`src/rtl/cwc_pkg.sv`:
```
`timescale 1ns / 1ps
`default_nettype none
// ----------------------------------------------------------------------------
// cwc_pkg
// shared types, codes and constants of the congestion window controller
// ----------------------------------------------------------------------------
package cwc_pkg;

   localparam int SEGMENT_SIZE_DEF = 1024;

   localparam int WIN_W   = 18;
   localparam int WORD_W  = 32;
   localparam int DUP_W   = 16;
   localparam int EV_W    = 3;
   localparam int PHASE_W = 2;
   localparam int REQ_DATA_W  = 128;
   localparam int RSP_DATA_W  = 160;

   localparam logic signed [WIN_W-1:0] THRESH_INIT = 18'sd65536;
   localparam logic signed [WIN_W-1:0] CLAMP_GAP   = 18'sd1024;
   localparam logic [DUP_W-1:0]        DUP_TRIGGER = 16'd3;

   localparam logic [EV_W-1:0] EV_NEW     = 3'd0;
   localparam logic [EV_W-1:0] EV_TIMEOUT = 3'd1;
   localparam logic [EV_W-1:0] EV_DUP     = 3'd2;
   localparam logic [EV_W-1:0] EV_THIRD   = 3'd3;
   localparam logic [EV_W-1:0] EV_THRESH  = 3'd4;

   localparam logic [PHASE_W-1:0] PH_SLOW  = 2'd0;
   localparam logic [PHASE_W-1:0] PH_RECOV = 2'd1;
   localparam logic [PHASE_W-1:0] PH_AVOID = 2'd2;

   localparam logic OP_ACK     = 1'b0;
   localparam logic OP_TIMEOUT = 1'b1;

   typedef enum logic [1:0] {
      ST_IDLE,
      ST_EXEC,
      ST_DIVIDE,
      ST_COMMIT
   } cwc_state_type;

   typedef struct packed {
      logic capture;
      logic start_div;
      logic commit;
   } cwc_cmd_type;

   typedef struct packed {
      logic need_div;
      logic div_done;
      logic out_free;
   } cwc_stat_type;

endpackage
`default_nettype wire

```
`src/rtl/congestion_window_controller.sv`:
```
`timescale 1ns / 1ps
`default_nettype none
// ----------------------------------------------------------------------------
// congestion_window_controller
// reno style congestion window control, one result transaction per request
// ----------------------------------------------------------------------------
// a request is captured, classified in the exec state and committed into the
//   result register; a new ack in congestion avoidance first runs the divider
// a new request is taken only after the previous commit, which waits for a free
// result register; a waiting result does not block the next request
// reset: synchronous; slow start, window one segment, threshold 65536
// ----------------------------------------------------------------------------
module congestion_window_controller #(
   parameter int SEGMENT_SIZE = cwc_pkg::SEGMENT_SIZE_DEF
) (
   input  wire logic                           clock,
   input  wire logic                           reset,
   input  wire logic                           req_tvalid,
   output logic                                req_tready,
   // ack_seq, ack_len, ack_offset, ack_total
   input  wire logic [cwc_pkg::REQ_DATA_W-1:0] req_tdata,
   // operation
   input  wire logic [0:0]                     req_tuser,
   output logic                                rsp_tvalid,
   input  wire logic                           rsp_tready,
   // phase_now, window_now, threshold_now, dup_now, unexpected, retransmit,
   // resend_offset, resend_seq, flight_clear, acked_total, zero pad
   output logic [cwc_pkg::RSP_DATA_W-1:0]      rsp_tdata,
   // event_kind
   output logic [cwc_pkg::EV_W-1:0]            rsp_tuser
);
   import cwc_pkg::*;

   cwc_cmd_type  cmd;
   cwc_stat_type stat;

   cwc_ctrl u_ctrl (
      .clock      (clock),
      .reset      (reset),
      .req_tvalid (req_tvalid),
      .req_tready (req_tready),
      .stat       (stat),
      .cmd        (cmd)
   );

   cwc_datapath #(
      .SEGMENT_SIZE (SEGMENT_SIZE)
   ) u_datapath (
      .clock      (clock),
      .reset      (reset),
      .cmd        (cmd),
      .stat       (stat),
      .req_tdata  (req_tdata),
      .req_tuser  (req_tuser),
      .rsp_tvalid (rsp_tvalid),
      .rsp_tready (rsp_tready),
      .rsp_tdata  (rsp_tdata),
      .rsp_tuser  (rsp_tuser)
   );

endmodule
`default_nettype wire

```
`src/rtl/cwc_div.sv`:
```
`timescale 1ns / 1ps
`default_nettype none
// ----------------------------------------------------------------------------
// cwc_div
// restoring serial divider, segment size squared over the window, one bit a cycle
// ----------------------------------------------------------------------------
module cwc_div #(
   parameter int SEGMENT_SIZE = cwc_pkg::SEGMENT_SIZE_DEF
) (
   input  wire logic                       clock,
   input  wire logic                       reset,
   input  wire logic                       start,
   input  wire logic [cwc_pkg::WIN_W-2:0]  divisor,
   output logic                            done,
   output logic [cwc_pkg::WIN_W-1:0]       quotient
);
   import cwc_pkg::*;

   localparam int DVW   = 2 * $clog2(SEGMENT_SIZE) + 1;
   localparam int CNT_W = $clog2(DVW + 1);
   localparam int DR_W  = WIN_W - 1;
   localparam logic [DVW-1:0] DIVIDEND = DVW'(SEGMENT_SIZE * SEGMENT_SIZE);

   logic [DR_W-1:0]  rem_ff, rem_in;
   logic [DVW-1:0]   quo_ff, quo_in;
   logic [CNT_W-1:0] cnt_ff, cnt_in;
   logic             busy_ff, busy_in;
   logic             done_ff, done_in;
   logic [DR_W:0]    rem_sh;
   logic [DR_W:0]    rem_sub;
   logic             ge;

   always_comb begin
      rem_sh  = {rem_ff, quo_ff[DVW-1]};
      ge      = rem_sh >= {1'b0, divisor};
      rem_sub = rem_sh - {1'b0, divisor};
      rem_in  = rem_ff;
      quo_in  = quo_ff;
      cnt_in  = cnt_ff;
      busy_in = busy_ff;
      done_in = 1'b0;
      if (start) begin
         rem_in  = '0;
         quo_in  = DIVIDEND;
         cnt_in  = '0;
         busy_in = 1'b1;
      end else if (busy_ff) begin
         rem_in = ge ? rem_sub[DR_W-1:0] : rem_sh[DR_W-1:0];
         quo_in = {quo_ff[DVW-2:0], ge};
         cnt_in = cnt_ff + 1'b1;
         if (cnt_ff == CNT_W'(DVW - 1)) begin
            busy_in = 1'b0;
            done_in = 1'b1;
         end
      end
   end

   always_ff @(posedge clock) begin
      if (reset) begin
         busy_ff <= 1'b0;
         done_ff <= 1'b0;
         cnt_ff  <= '0;
      end else begin
         busy_ff <= busy_in;
         done_ff <= done_in;
         cnt_ff  <= cnt_in;
      end
      rem_ff <= rem_in;
      quo_ff <= quo_in;
   end

   assign done = done_ff;

   // only the low window bits matter, the sum wraps anyway
   generate
      if (DVW >= WIN_W) begin : g_wide
         assign quotient = quo_ff[WIN_W-1:0];
      end else begin : g_narrow
         assign quotient = WIN_W'(quo_ff);
      end
   endgenerate

endmodule
`default_nettype wire

```
`src/rtl/cwc_ctrl.sv`:
```
`timescale 1ns / 1ps
`default_nettype none
// ----------------------------------------------------------------------------
// cwc_ctrl
// sequencer: capture, optional division, commit into the result register
// ----------------------------------------------------------------------------
module cwc_ctrl (
   input  wire logic                  clock,
   input  wire logic                  reset,
   input  wire logic                  req_tvalid,
   output logic                       req_tready,
   input  wire cwc_pkg::cwc_stat_type stat,
   output cwc_pkg::cwc_cmd_type       cmd
);
   import cwc_pkg::*;

   cwc_state_type state_ff, state_in;

   always_ff @(posedge clock) begin
      if (reset) begin
         state_ff <= ST_IDLE;
      end else begin
         state_ff <= state_in;
      end
   end

   always_comb begin
      state_in      = state_ff;
      req_tready    = 1'b0;
      cmd.capture   = 1'b0;
      cmd.start_div = 1'b0;
      cmd.commit    = 1'b0;
      case (state_ff)
         ST_IDLE: begin
            // no transaction is taken while reset is held
            req_tready = !reset;
            if (req_tvalid && !reset) begin
               cmd.capture = 1'b1;
               state_in    = ST_EXEC;
            end
         end
         ST_EXEC: begin
            if (stat.need_div) begin
               cmd.start_div = 1'b1;
               state_in      = ST_DIVIDE;
            end else begin
               state_in = ST_COMMIT;
            end
         end
         ST_DIVIDE: begin
            if (stat.div_done) begin
               state_in = ST_COMMIT;
            end
         end
         ST_COMMIT: begin
            if (stat.out_free) begin
               cmd.commit = 1'b1;
               state_in   = ST_IDLE;
            end
         end
         default: begin
            state_in = ST_IDLE;
         end
      endcase
   end

endmodule
`default_nettype wire

```
`src/rtl/cwc_datapath.sv`:
```
`timescale 1ns / 1ps
`default_nettype none
// ----------------------------------------------------------------------------
// cwc_datapath
// event classification, window and threshold update, result register
// ----------------------------------------------------------------------------
module cwc_datapath #(
   parameter int SEGMENT_SIZE = cwc_pkg::SEGMENT_SIZE_DEF
) (
   input  wire logic                             clock,
   input  wire logic                             reset,
   input  wire cwc_pkg::cwc_cmd_type             cmd,
   output cwc_pkg::cwc_stat_type                 stat,
   input  wire logic [cwc_pkg::REQ_DATA_W-1:0]   req_tdata,
   input  wire logic [0:0]                       req_tuser,
   output logic                                  rsp_tvalid,
   input  wire logic                             rsp_tready,
   output logic [cwc_pkg::RSP_DATA_W-1:0]        rsp_tdata,
   output logic [cwc_pkg::EV_W-1:0]              rsp_tuser
);
   import cwc_pkg::*;

   localparam logic signed [WIN_W-1:0] MSS  = WIN_W'(SEGMENT_SIZE);
   localparam logic signed [WIN_W-1:0] MSS3 = WIN_W'(3 * SEGMENT_SIZE);

   // captured transaction
   logic              op_ff;
   logic [WORD_W-1:0] seq_ff, len_ff, off_ff, tot_ff;

   // architectural state
   logic [PHASE_W-1:0]      phase_ff, phase_in;
   logic signed [WIN_W-1:0] window_ff, window_in;
   logic signed [WIN_W-1:0] thr_ff, thr_in;
   logic [DUP_W-1:0]        dup_ff, dup_in;
   logic [WORD_W-1:0]       pseq_ff, pseq_in, plen_ff, plen_in;
   logic [WORD_W-1:0]       poff_ff, poff_in, ptot_ff, ptot_in;
   logic                    invalid_ff, invalid_in;

   // result register
   logic                    rsp_valid_ff;
   logic [RSP_DATA_W-1:0]   rsp_data_ff, rsp_data_in;
   logic [EV_W-1:0]         rsp_ev_ff;

   logic [EV_W-1:0]         ev;
   logic                    retx, flight;
   logic                    out_free;
   logic                    div_done;
   logic [WIN_W-1:0]        quotient;
   logic [WIN_W-2:0]        divisor;
   logic signed [WIN_W-1:0] inc, grow_sum, grown, half;
   logic [WORD_W-1:0]       rseq, roff;

   assign divisor = (window_ff > 0) ? window_ff[WIN_W-2:0] : (WIN_W-1)'(1);

   cwc_div #(
      .SEGMENT_SIZE (SEGMENT_SIZE)
   ) u_div (
      .clock    (clock),
      .reset    (reset),
      .start    (cmd.start_div),
      .divisor  (divisor),
      .done     (div_done),
      .quotient (quotient)
   );

   assign out_free      = !rsp_valid_ff || rsp_tready;
   assign stat.out_free = out_free;
   assign stat.div_done = div_done;
   assign stat.need_div = (ev == EV_NEW) && (phase_ff != PH_SLOW) && (phase_ff != PH_RECOV);

   always_comb begin
      inc      = (phase_ff == PH_SLOW || phase_ff == PH_RECOV) ? MSS : $signed(quotient);
      grow_sum = window_ff + inc;
      grown    = (grow_sum >= thr_ff) ? thr_ff - CLAMP_GAP : grow_sum;
      half     = (window_ff + $signed({{(WIN_W-1){1'b0}}, window_ff[WIN_W-1]})) >>> 1;
   end

   always_comb begin
      phase_in   = phase_ff;
      window_in  = window_ff;
      thr_in     = thr_ff;
      dup_in     = dup_ff;
      invalid_in = invalid_ff;
      pseq_in    = pseq_ff;
      plen_in    = plen_ff;
      poff_in    = poff_ff;
      ptot_in    = ptot_ff;
      retx       = 1'b0;
      flight     = 1'b0;

      if (op_ff == OP_TIMEOUT) begin
         ev = EV_TIMEOUT;
      end else if (window_ff >= thr_ff) begin
         ev = EV_THRESH;
      end else if (dup_ff == DUP_TRIGGER) begin
         ev   = EV_THIRD;
         retx = 1'b1;
      end else if (seq_ff == pseq_ff && len_ff == plen_ff &&
                   off_ff == poff_ff && tot_ff == ptot_ff) begin
         ev = EV_DUP;
      end else begin
         ev      = EV_NEW;
         pseq_in = seq_ff;
         plen_in = len_ff;
         poff_in = off_ff;
         ptot_in = tot_ff;
      end

      case (ev)
         EV_NEW: begin
            if (phase_ff == PH_SLOW) begin
               window_in = grown;
            end else if (phase_ff == PH_RECOV) begin
               window_in = thr_ff;
               phase_in  = PH_AVOID;
            end else begin
               window_in = grown;
               phase_in  = PH_AVOID;
            end
            dup_in = '0;
            flight = 1'b1;
         end
         EV_TIMEOUT: begin
            thr_in    = half;
            window_in = MSS;
            dup_in    = '0;
            retx      = 1'b1;
            flight    = 1'b1;
            phase_in  = PH_SLOW;
         end
         EV_DUP: begin
            if (phase_ff == PH_RECOV) begin
               window_in = grown;
               flight    = 1'b1;
            end else begin
               dup_in = dup_ff + 1'b1;
               retx   = 1'b1;
            end
         end
         EV_THIRD: begin
            if (phase_ff == PH_RECOV) begin
               invalid_in = 1'b1;
            end else begin
               thr_in    = half;
               window_in = half + MSS3;
               flight    = 1'b1;
               phase_in  = PH_RECOV;
            end
         end
         default: begin
            if (phase_ff == PH_SLOW) begin
               window_in = MSS;
               thr_in    = THRESH_INIT;
               dup_in    = '0;
               flight    = 1'b1;
               phase_in  = PH_AVOID;
            end else begin
               invalid_in = 1'b1;
            end
         end
      endcase

      roff = retx ? poff_in : '0;
      rseq = retx ? pseq_in + 1'b1 : '0;
      rsp_data_in = {7'd0, ptot_in, flight, rseq, roff, retx, invalid_in,
                     dup_in, thr_in, window_in, phase_in};
   end

   always_ff @(posedge clock) begin
      if (cmd.capture) begin
         op_ff  <= req_tuser[0];
         seq_ff <= req_tdata[31:0];
         len_ff <= req_tdata[63:32];
         off_ff <= req_tdata[95:64];
         tot_ff <= req_tdata[127:96];
      end
   end

   always_ff @(posedge clock) begin
      if (reset) begin
         phase_ff   <= PH_SLOW;
         window_ff  <= MSS;
         thr_ff     <= THRESH_INIT;
         dup_ff     <= '0;
         pseq_ff    <= '0;
         plen_ff    <= '0;
         poff_ff    <= '0;
         ptot_ff    <= '0;
         invalid_ff <= 1'b0;
      end else if (cmd.commit) begin
         phase_ff   <= phase_in;
         window_ff  <= window_in;
         thr_ff     <= thr_in;
         dup_ff     <= dup_in;
         pseq_ff    <= pseq_in;
         plen_ff    <= plen_in;
         poff_ff    <= poff_in;
         ptot_ff    <= ptot_in;
         invalid_ff <= invalid_in;
      end
   end

   always_ff @(posedge clock) begin
      if (reset) begin
         rsp_valid_ff <= 1'b0;
      end else if (cmd.commit) begin
         rsp_valid_ff <= 1'b1;
      end else if (rsp_tready) begin
         rsp_valid_ff <= 1'b0;
      end
      if (cmd.commit) begin
         rsp_data_ff <= rsp_data_in;
         rsp_ev_ff   <= ev;
      end
   end

   assign rsp_tvalid = rsp_valid_ff;
   assign rsp_tdata  = rsp_data_ff;
   assign rsp_tuser  = rsp_ev_ff;

   a_commit_free : assert property (@(posedge clock) disable iff (reset)
      cmd.commit |-> out_free)
      else $error("commit while result register is occupied");

   a_sticky : assert property (@(posedge clock) disable iff (reset)
      invalid_ff |=> invalid_ff)
      else $error("unexpected flag cleared");

   a_new_no_retx : assert property (@(posedge clock) disable iff (reset)
      cmd.commit |=> !(rsp_tdata[55] && rsp_tuser == EV_NEW))
      else $error("retransmit reported on a new ack");

   a_div_idle : assert property (@(posedge clock) disable iff (reset)
      cmd.start_div |-> !div_done && !cmd.commit)
      else $error("divider started at a wrong time");

endmodule
`default_nettype wire
```
`config.mk`:
```
export PLATFORM = sky130hd
export DESIGN_NAME = congestion_window_controller
export DESIGN_NICKNAME = d
export VERILOG_FILES = /design/src/rtl/cwc_pkg.sv /design/src/rtl/congestion_window_controller.sv /design/src/rtl/cwc_div.sv /design/src/rtl/cwc_ctrl.sv /design/src/rtl/cwc_datapath.sv
export SDC_FILE = /design/constraint.sdc
export NUM_CORES = 1
export LEC_CHECK = 0
export BUFFER_PORTS_ARGS = -buffer_cell sky130_fd_sc_hd__buf_4
export CAP_MARGIN = 20
export CORE_AREA = 2 2 212 214
export DETAILED_ROUTE_END_ITERATION = 10
export DIE_AREA = 0 0 214 216
export HOLD_SLACK_MARGIN = 0.05
export PLACE_DENSITY = 0.8
export SYNTH_ARGS = -nofsm -noshare
export SYNTH_HDL_FRONTEND = slang
export SYNTH_SLANG_ARGS = --single-unit
```
`constraint.sdc`:
```
create_clock -name clock -period 7.25 [get_ports clock]
set_input_delay 0.725 -clock clock [delete_from_list [all_inputs] [get_ports clock]]
set_output_delay 0.725 -clock clock [all_outputs]
set_load 0.005 [all_outputs]
```
### Yosys cells after proc, flatten, opt, wreduce, memory -nomap -nowiden

Index checks and enable logic that the tools add are counted.

| operators by class | value |
|---|---|
| $add $sub $neg | 8 |
| magnitude comparators | 4 |
| eq/ne operators | 17 |
| multiplexer cells | 66 |
| bitwise operators | 5 |
| reductions and logical operators | 22 |

Operators by type and width:

| operator | count |
|---|---|
| two-way mux 32 bit | 12 |
| two-way mux 18 bit | 9 |
| == test 32 bit | 4 |
| one-hot mux 18 bit (4 select lines) | 1 |
| one-hot mux 18 bit (3 select lines) | 1 |
| one-hot mux 16 bit (3 select lines) | 1 |
| greater-or-equal comparator 18 bit | 2 |
| two-way mux 17 bit | 2 |
| adder 32 x 1 -> 32 bit (second input constant) | 1 |
| two-way mux 16 bit | 2 |
| two-way mux 1 bit | 23 |
| adder 17 x 13 -> 18 bit (second input constant) | 1 |
| adder 18 bit | 1 |
| adder 18 x 2 -> 18 bit | 1 |
| greater-or-equal comparator 18 x 17 -> 1 bit | 1 |
| greater-than comparator 18 x 1 -> 1 bit (second input constant) | 1 |
| subtractor 18 x 12 -> 18 bit (second input constant) | 1 |
| subtractor 17 bit | 1 |
| adder 16 x 1 -> 16 bit (second input constant) | 1 |
| == test 16 x 2 -> 1 bit (second input constant) | 1 |
| one-hot mux 2 bit (4 select lines) | 2 |
| two-way mux 2 bit | 7 |
| two-way mux 3 bit | 3 |
| inequality test 2 x 1 -> 1 bit (second input constant) | 4 |
| 19 further kinds | 39 |

| storage, ports and cells | value |
|---|---|
| register bits | 516 |

### Logic depth before layout (Yosys ltp)

| depth | value |
|---|---|
| depth in word-level cells | 14 |
| gate-level depth with buffers | 25 |

### Hierarchy

Synthesis repeated with hierarchy kept, for this count alone.

| unflattened totals | value |
|---|---|
| cell total of the unflattened synthesis | 2567 |
| area total of the unflattened synthesis | 26391.6 um^2 |

Modules (own cells, without submodules):

| module | times used | cells each | area an instance (um^2) | seq. area each (um^2) |
|---|---|---|---|---|
| cwc_datapath | 1 | 2194 | 23193.5 | 12241.7 |
| cwc_div | 1 | 346 | 2965.3 | 900.9 |
| cwc_ctrl | 1 | 27 | 232.7 | 40.0 |

### Worst setup path before layout

Ideal clock, no wire load.

| path | value |
|---|---|
| path kind | input to register |
| from | in rsp_tready |
| to | reg u_datapath.window_ff[2] |
| arrival | 6197 ps |
| data required time | 7113 ps |
| path slack | 916 ps |
| stages | 7 |
| buffers on the path | 2 |
| cells stage by stage | nand2b_1 > nand2_1 > inv_1 > clkbuf_1 > clkbuf_1 > o21ai_0 > a31oi_1 |

RTL lines:

| element | RTL line | RTL |
|---|---|---|
| start: declaration | congestion_window_controller.sv:25 | `input wire logic rsp_tready,` |
| end signal: assignment | cwc_datapath.sv:192 | `window_ff <= window_in;` |
| end: declaration | cwc_datapath.sv:32 | `logic signed [WIN_W-1:0] window_ff, window_in;` |

### Worst setup path after layout

| path | value |
|---|---|
| from | reg u_datapath.phase_ff[1] |
| to | reg u_datapath.window_ff[12] |

| on the way | value |
|---|---|
| longest elaborated chain between the ends | 9 |

RTL lines:

| element | RTL line | RTL |
|---|---|---|
| start: declaration | cwc_datapath.sv:31 | `logic [PHASE_W-1:0] phase_ff, phase_in;` |
| start signal: assignment | cwc_datapath.sv:191 | `phase_ff <= phase_in;` |
| == test 2 x 1 -> 1 bit or zero test 2 bit (tied branches) | - |  |
| logical OR 1 bit | cwc_datapath.sv:72 | `inc = (phase_ff == PH_SLOW \|\| phase_ff == PH_RECOV) ? MSS : $signed(quotient);` |
| two-way mux 18 bit | cwc_datapath.sv:72 |  |
| adder 18 bit | cwc_datapath.sv:73 | `grow_sum = window_ff + inc;` |
| greater-or-equal comparator 18 bit | cwc_datapath.sv:74 | `grown = (grow_sum >= thr_ff) ? thr_ff - CLAMP_GAP : grow_sum;` |
| two-way mux 18 bit | cwc_datapath.sv:74 |  |
| two-way mux 18 bit | cwc_datapath.sv:113 | `end else if (phase_ff == PH_RECOV) begin` |
| two-way mux 18 bit | cwc_datapath.sv:111 | `if (phase_ff == PH_SLOW) begin` |
| one-hot mux 18 bit (4 select lines) (*) | cwc_datapath.sv:109 | `case (ev)` |

Every way passes the cells marked *; elsewhere a longest branch is shown, timed or not.
A chain may end at the register's enable or synchronous reset.

==> results.py <==
metrics = {
    "status": {
        "outcome": "completed",
    },
    "clocking": {
        "post_cts_buffers": 0,
        "clock-sinks": 516,
        "cts_buffers": 51,
        "worstSkewPairLatency_ns": 0.62,
        "clk_pin_slew_ns": 0.07,
        "hold_buffers": 0,
        "cts_buffer_depth": 3,
        "root_buffer": "clkbuf_16",
        "cts_resized": 0,
        "cts.htree.levels": 2,
        "cts_tree": "done",
    },
    "cells_and_area": {
        "final_core_util": 0.6919,
        "fill_cells": 3263,
        "drive_above_1_share": 0.1523,
        "final_nets": 3153,
        "syn2layout_area_growth_pct": 17.78,
    },
    "synth": {
        "synth-main-ff-cell": "edfxtp_1",
        "async_reset_ff_frac": 0,
        "synth-seq-cells": 516,
        "ys_seq_area_frac": 0.5120,
        "syn_area_um2": 25750,
        "postSynthCellCount": 2699,
        "yosysWarnings": 0,
        "yosysUniqueCellTypes": 79,
        "avgSynthCellArea_um2": 9.540,
        "synth_edf_count": 285,
    },
    "floorplan": {
        "die_w_um": 214,
        "dieHeight_um": 216,
        "design.core.area_um2": 43840,
        "die_area_um2": 46220,
        "start_util": 0.5874,
        "io_pins": 298,
        "rows": 77,
    },
    "routing": {
        "drt_iter0_drc": 2343,
        "vias": 22000,
        "post_drt_wl_per_cell_um": 23.00,
        "remaining_drc_errors": 0,
        "firstDrtPassIters": 6,
        "avgViaCountPerCell": 6.151,
        "wirelength_um": 82250,
        "ant_nets": 0,
    },
    "place": {
        "dp_hpwl_um": 58150,
        "gp_congestion": 0.9865,
        "port_buffers": 290,
    },
    "sta": {
        "worst_pin_slew_ns": 1.191,
        "rsz0062_at_grt": "no",
        "setup_tns_ns": 0,
        "final-hold-violation-count": 0,
        "period_needed_ns": 5.718,
        "relSlewSlack": 0.2019,
        "finalCritPeriodShare": 0.7886,
        "max_freq_mhz": 174.9,
        "drv_slew": 0,
        "finalSetupViolCount": 0,
        "fin_skew_ns": 0.03017,
    },
    "pwr": {
        "power.switching_mw": 2.560,
        "pwr_density_cell_nw_per_um2": 272.8,
        "peakVddDrop_uv": 302.1,
        "pwr-share-comb": 0.214,
        "p_total_mw": 8.273,
        "p_leak_nw": 11.91,
        "seqPwrFrac": 0.435,
        "clkPwrFrac": 0.350,
        "intPower_mw": 5.714,
        "sw_frac_of_total": 0.3094,
    },
    "worst_setup_path": {
        "worst_setup_path_end_kind": "register",
        "worst_ep_arrival_time_ns": 6.26,
        "required_ns": 7.79,
        "cp_common_cell": "a21oi_1",
        "rr_worst_depth": 19,
        "path_max_fanout": 24,
        "crit_path_end": "u_datapath.window_ff[12]$_SDFFE_PP0P_",
        "timing.rr.end": "u_datapath.window_ff[12]$_SDFFE_PP0P_",
        "worst_setup_path_start_kind": "register",
        "cp-startpoint": "u_datapath.phase_ff[1]$_SDFFE_PP0P_",
        "rrSetupSlack_ns": 1.53,
        "critPathKind": "reg -> reg",
        "crit_family": "compound AO/OA/AOI/OAI gates",
        "cp_slowest_cell": "or2_2",
        "critical_path_depth": 19,
        "worst-path-buf-inv": 1,
        "critPathMaxStageDelay_ns": 0.58,
        "r2r-start": "u_datapath.phase_ff[1]$_SDFFE_PP0P_",
        "path_cells": "buf_4, and2_1, ha_1, a21oi_1, nand2_1, o21a_1, a221o_1, a21o_1, a21oi_1, xnor2_1, ha_1, a21oi_1, o211ai_1, a2111o_1, a211oi_1, or2_2, o21ai_0, a221oi_1, o221a_2",
    },
    "flow_run": {
        "maxCapViolations": 0,
    },
    "hold_path": {
        "worstHoldPathType": "in -> reg",
    },
    "grt": {
        "grt_pass1_wl_um": 124700,
        "grt_overflow": 0,
        "first_global_vias": 21430,
        "grt_use_total": 0.3483,
        "grt_max_degree": 86,
        "antenna_found_initial": 9,
    },
}
==> logic make-up (layout without fill, tap and decap cells) <==
kind of cell    count (synthesis)  after routing  share of synthesized area
compound gates                591            591                     0.1439
fa+ha+maj                      84             84                    0.04130
flops                         516            516                     0.5120
other cells                     1             11                  0.0001456
simple gates                 1029           1029                     0.1783
mux                            61             61                    0.02415
buf+inv                       225            500                    0.03489
xor+xnor                      192            192                    0.06531
==> area by class of cell <==
cell class                      instances  area, um^2  share of cell area
Timing Repair Buffer                  333        2524             0.08321
Sequential cell                       516       13180              0.4347
Tap cell                              592       740.7             0.02442
Inverter                               71       271.5            0.008953
Clock buffer                           62        1359             0.04480
Clock inverter                         34       481.7             0.01588
Multi-Input combinational cell       1964       11760              0.3877
Antenna cell                            4       10.01           0.0003300
==> Yosys cell counts, drive strengths merged, types with 5 or more instances <==
master	n	area (um^2)
a21o	26	195.2
mux2	9	101.4
buf	37	192.7
or2	5	31.28
o21ai	82	410.4
a21oi	268	1349
a22oi	16	120.1
a22o	10	87.58
a31oi	20	125.1
dfxtp	231	4624
nor2	148	555.5
a221oi	6	52.55
o221ai	5	43.79
a211o	5	43.79
nand3	55	280.3
or3	13	81.33
nor3	51	260.3
o31a	6	52.55
a221o	6	60.06
edfxtp	285	8558
nand2	556	2087
xnor2	50	437.9
nand4	37	231.5
nor4	39	244.0
nand2b	28	175.2
o211ai	19	142.6
xor2	142	1244
clkbuf	117	439.2
and4	5	43.79
o22ai	6	37.54
a2111oi	7	61.31
mux2i	52	520.5
nor2b	20	125.1
o211a	12	120.1
and3	36	225.2
ha	81	1013
o21a	18	135.1
o31ai	10	75.07
and2	23	143.9
a211oi	21	157.7
inv	70	262.8
==> flip-flops by register name, indices dropped and copies added, names as in the netlist, 16 cells and up <==
| register | count |
|---|---|
| u_datapath.rsp_tdata | 153 |
| u_datapath.u_div.rem_ff | 17 |
| u_datapath.thr_ff | 18 |
| u_datapath.len_ff | 32 |
| u_datapath.pseq_ff | 32 |
| u_datapath.dup_ff | 16 |
| u_datapath.off_ff | 32 |
| u_datapath.tot_ff | 32 |
| u_datapath.window_ff | 18 |
| u_datapath.poff_ff | 32 |
| u_datapath.u_div.quo_ff | 21 |
| u_datapath.seq_ff | 32 |
| u_datapath.ptot_ff | 32 |
| u_datapath.plen_ff | 32 |
==> through the flow <==
stage	setup slack (ns)	cell area, um^2	hold WS (ns)	instances
2_1_floorplan	0.9157	25770	0.4280	2705
3_3_place_gp	1.816	28450	0.4430	3474
3_5_place_dp	1.651	28460	0.4598	3475
4_1_cts	1.631	30300	0.2524	3571
5_1_grt	1.089	30320	0.2536	3572
6_report	1.532	30330	0.2741	3576
==> cell usage in the layout, fill, tap and decap left out, types with 10 or more instances in the layout <==
cell type,count
a211oi_1,21
a21o_1,26
a21oi_1,266
a22o_1,10
a22oi_1,16
a31oi_1,19
and2_1,22
and3_1,36
buf_4,330
bufinv_16,10
clkbuf_16,52
clkinv_2,10
dfxtp_1,230
edfxtp_1,285
ha_1,81
inv_1,69
mux2i_1,52
nand2_1,553
nand2b_1,28
nand3_1,54
nand4_1,37
nor2_1,146
nor2b_1,20
nor3_1,49
nor4_1,39
o211a_1,12
o211ai_1,19
o21a_1,18
o21ai_0,77
or3_1,13
xnor2_1,50
xor2_1,142
==> power by group through the flow <==
stage | Combinational (mW) | Clock [mW] | Sequential, mW
after CTS | 1.75 | 2.92 | 3.59
after global routing | 1.92 | 3.04 | 3.62
after global placement | 1.71 | 0 | 3.64
after floorplan | 1.12 | 0 | 3.62
final | 1.77 | 2.90 | 3.60
after detailed placement | 1.73 | 0 | 3.65
==> worst min path at each step <==
stage	from	endpoint	slack, ns	cells past startpoint
2_1_floorplan	u_datapath.invalid_ff$_SDFFE_PP0P_	u_datapath.invalid_ff$_SDFFE_PP0P_	0.43	2
3_3_place_gp	u_datapath.invalid_ff$_SDFFE_PP0P_	u_datapath.invalid_ff$_SDFFE_PP0P_	0.44	2
3_5_place_dp	u_datapath.plen_ff[1]$_SDFFE_PP0P_	u_datapath.plen_ff[1]$_SDFFE_PP0P_	0.46	2
4_1_cts	req_tdata[46]	u_datapath.len_ff[14]$_DFFE_PP_	0.25	1
5_1_grt	req_tdata[95]	u_datapath.off_ff[31]$_DFFE_PP_	0.25	1
6_report	req_tdata[95]	u_datapath.off_ff[31]$_DFFE_PP_	0.27	1
==> metal layers <==
metal | vias up | GRT usage | routed length [um]
li1 | 10070 | - | -
met1 | 10530 | 0.4539 | 32700
met2 | 1174 | 0.5565 | 37910
met3 | 209 | 0.07245 | 7745
met4 | 10 | 0.1683 | 3834
met5 | - | 0 | 63
Note: power is estimated with default switching activity, not from simulation.
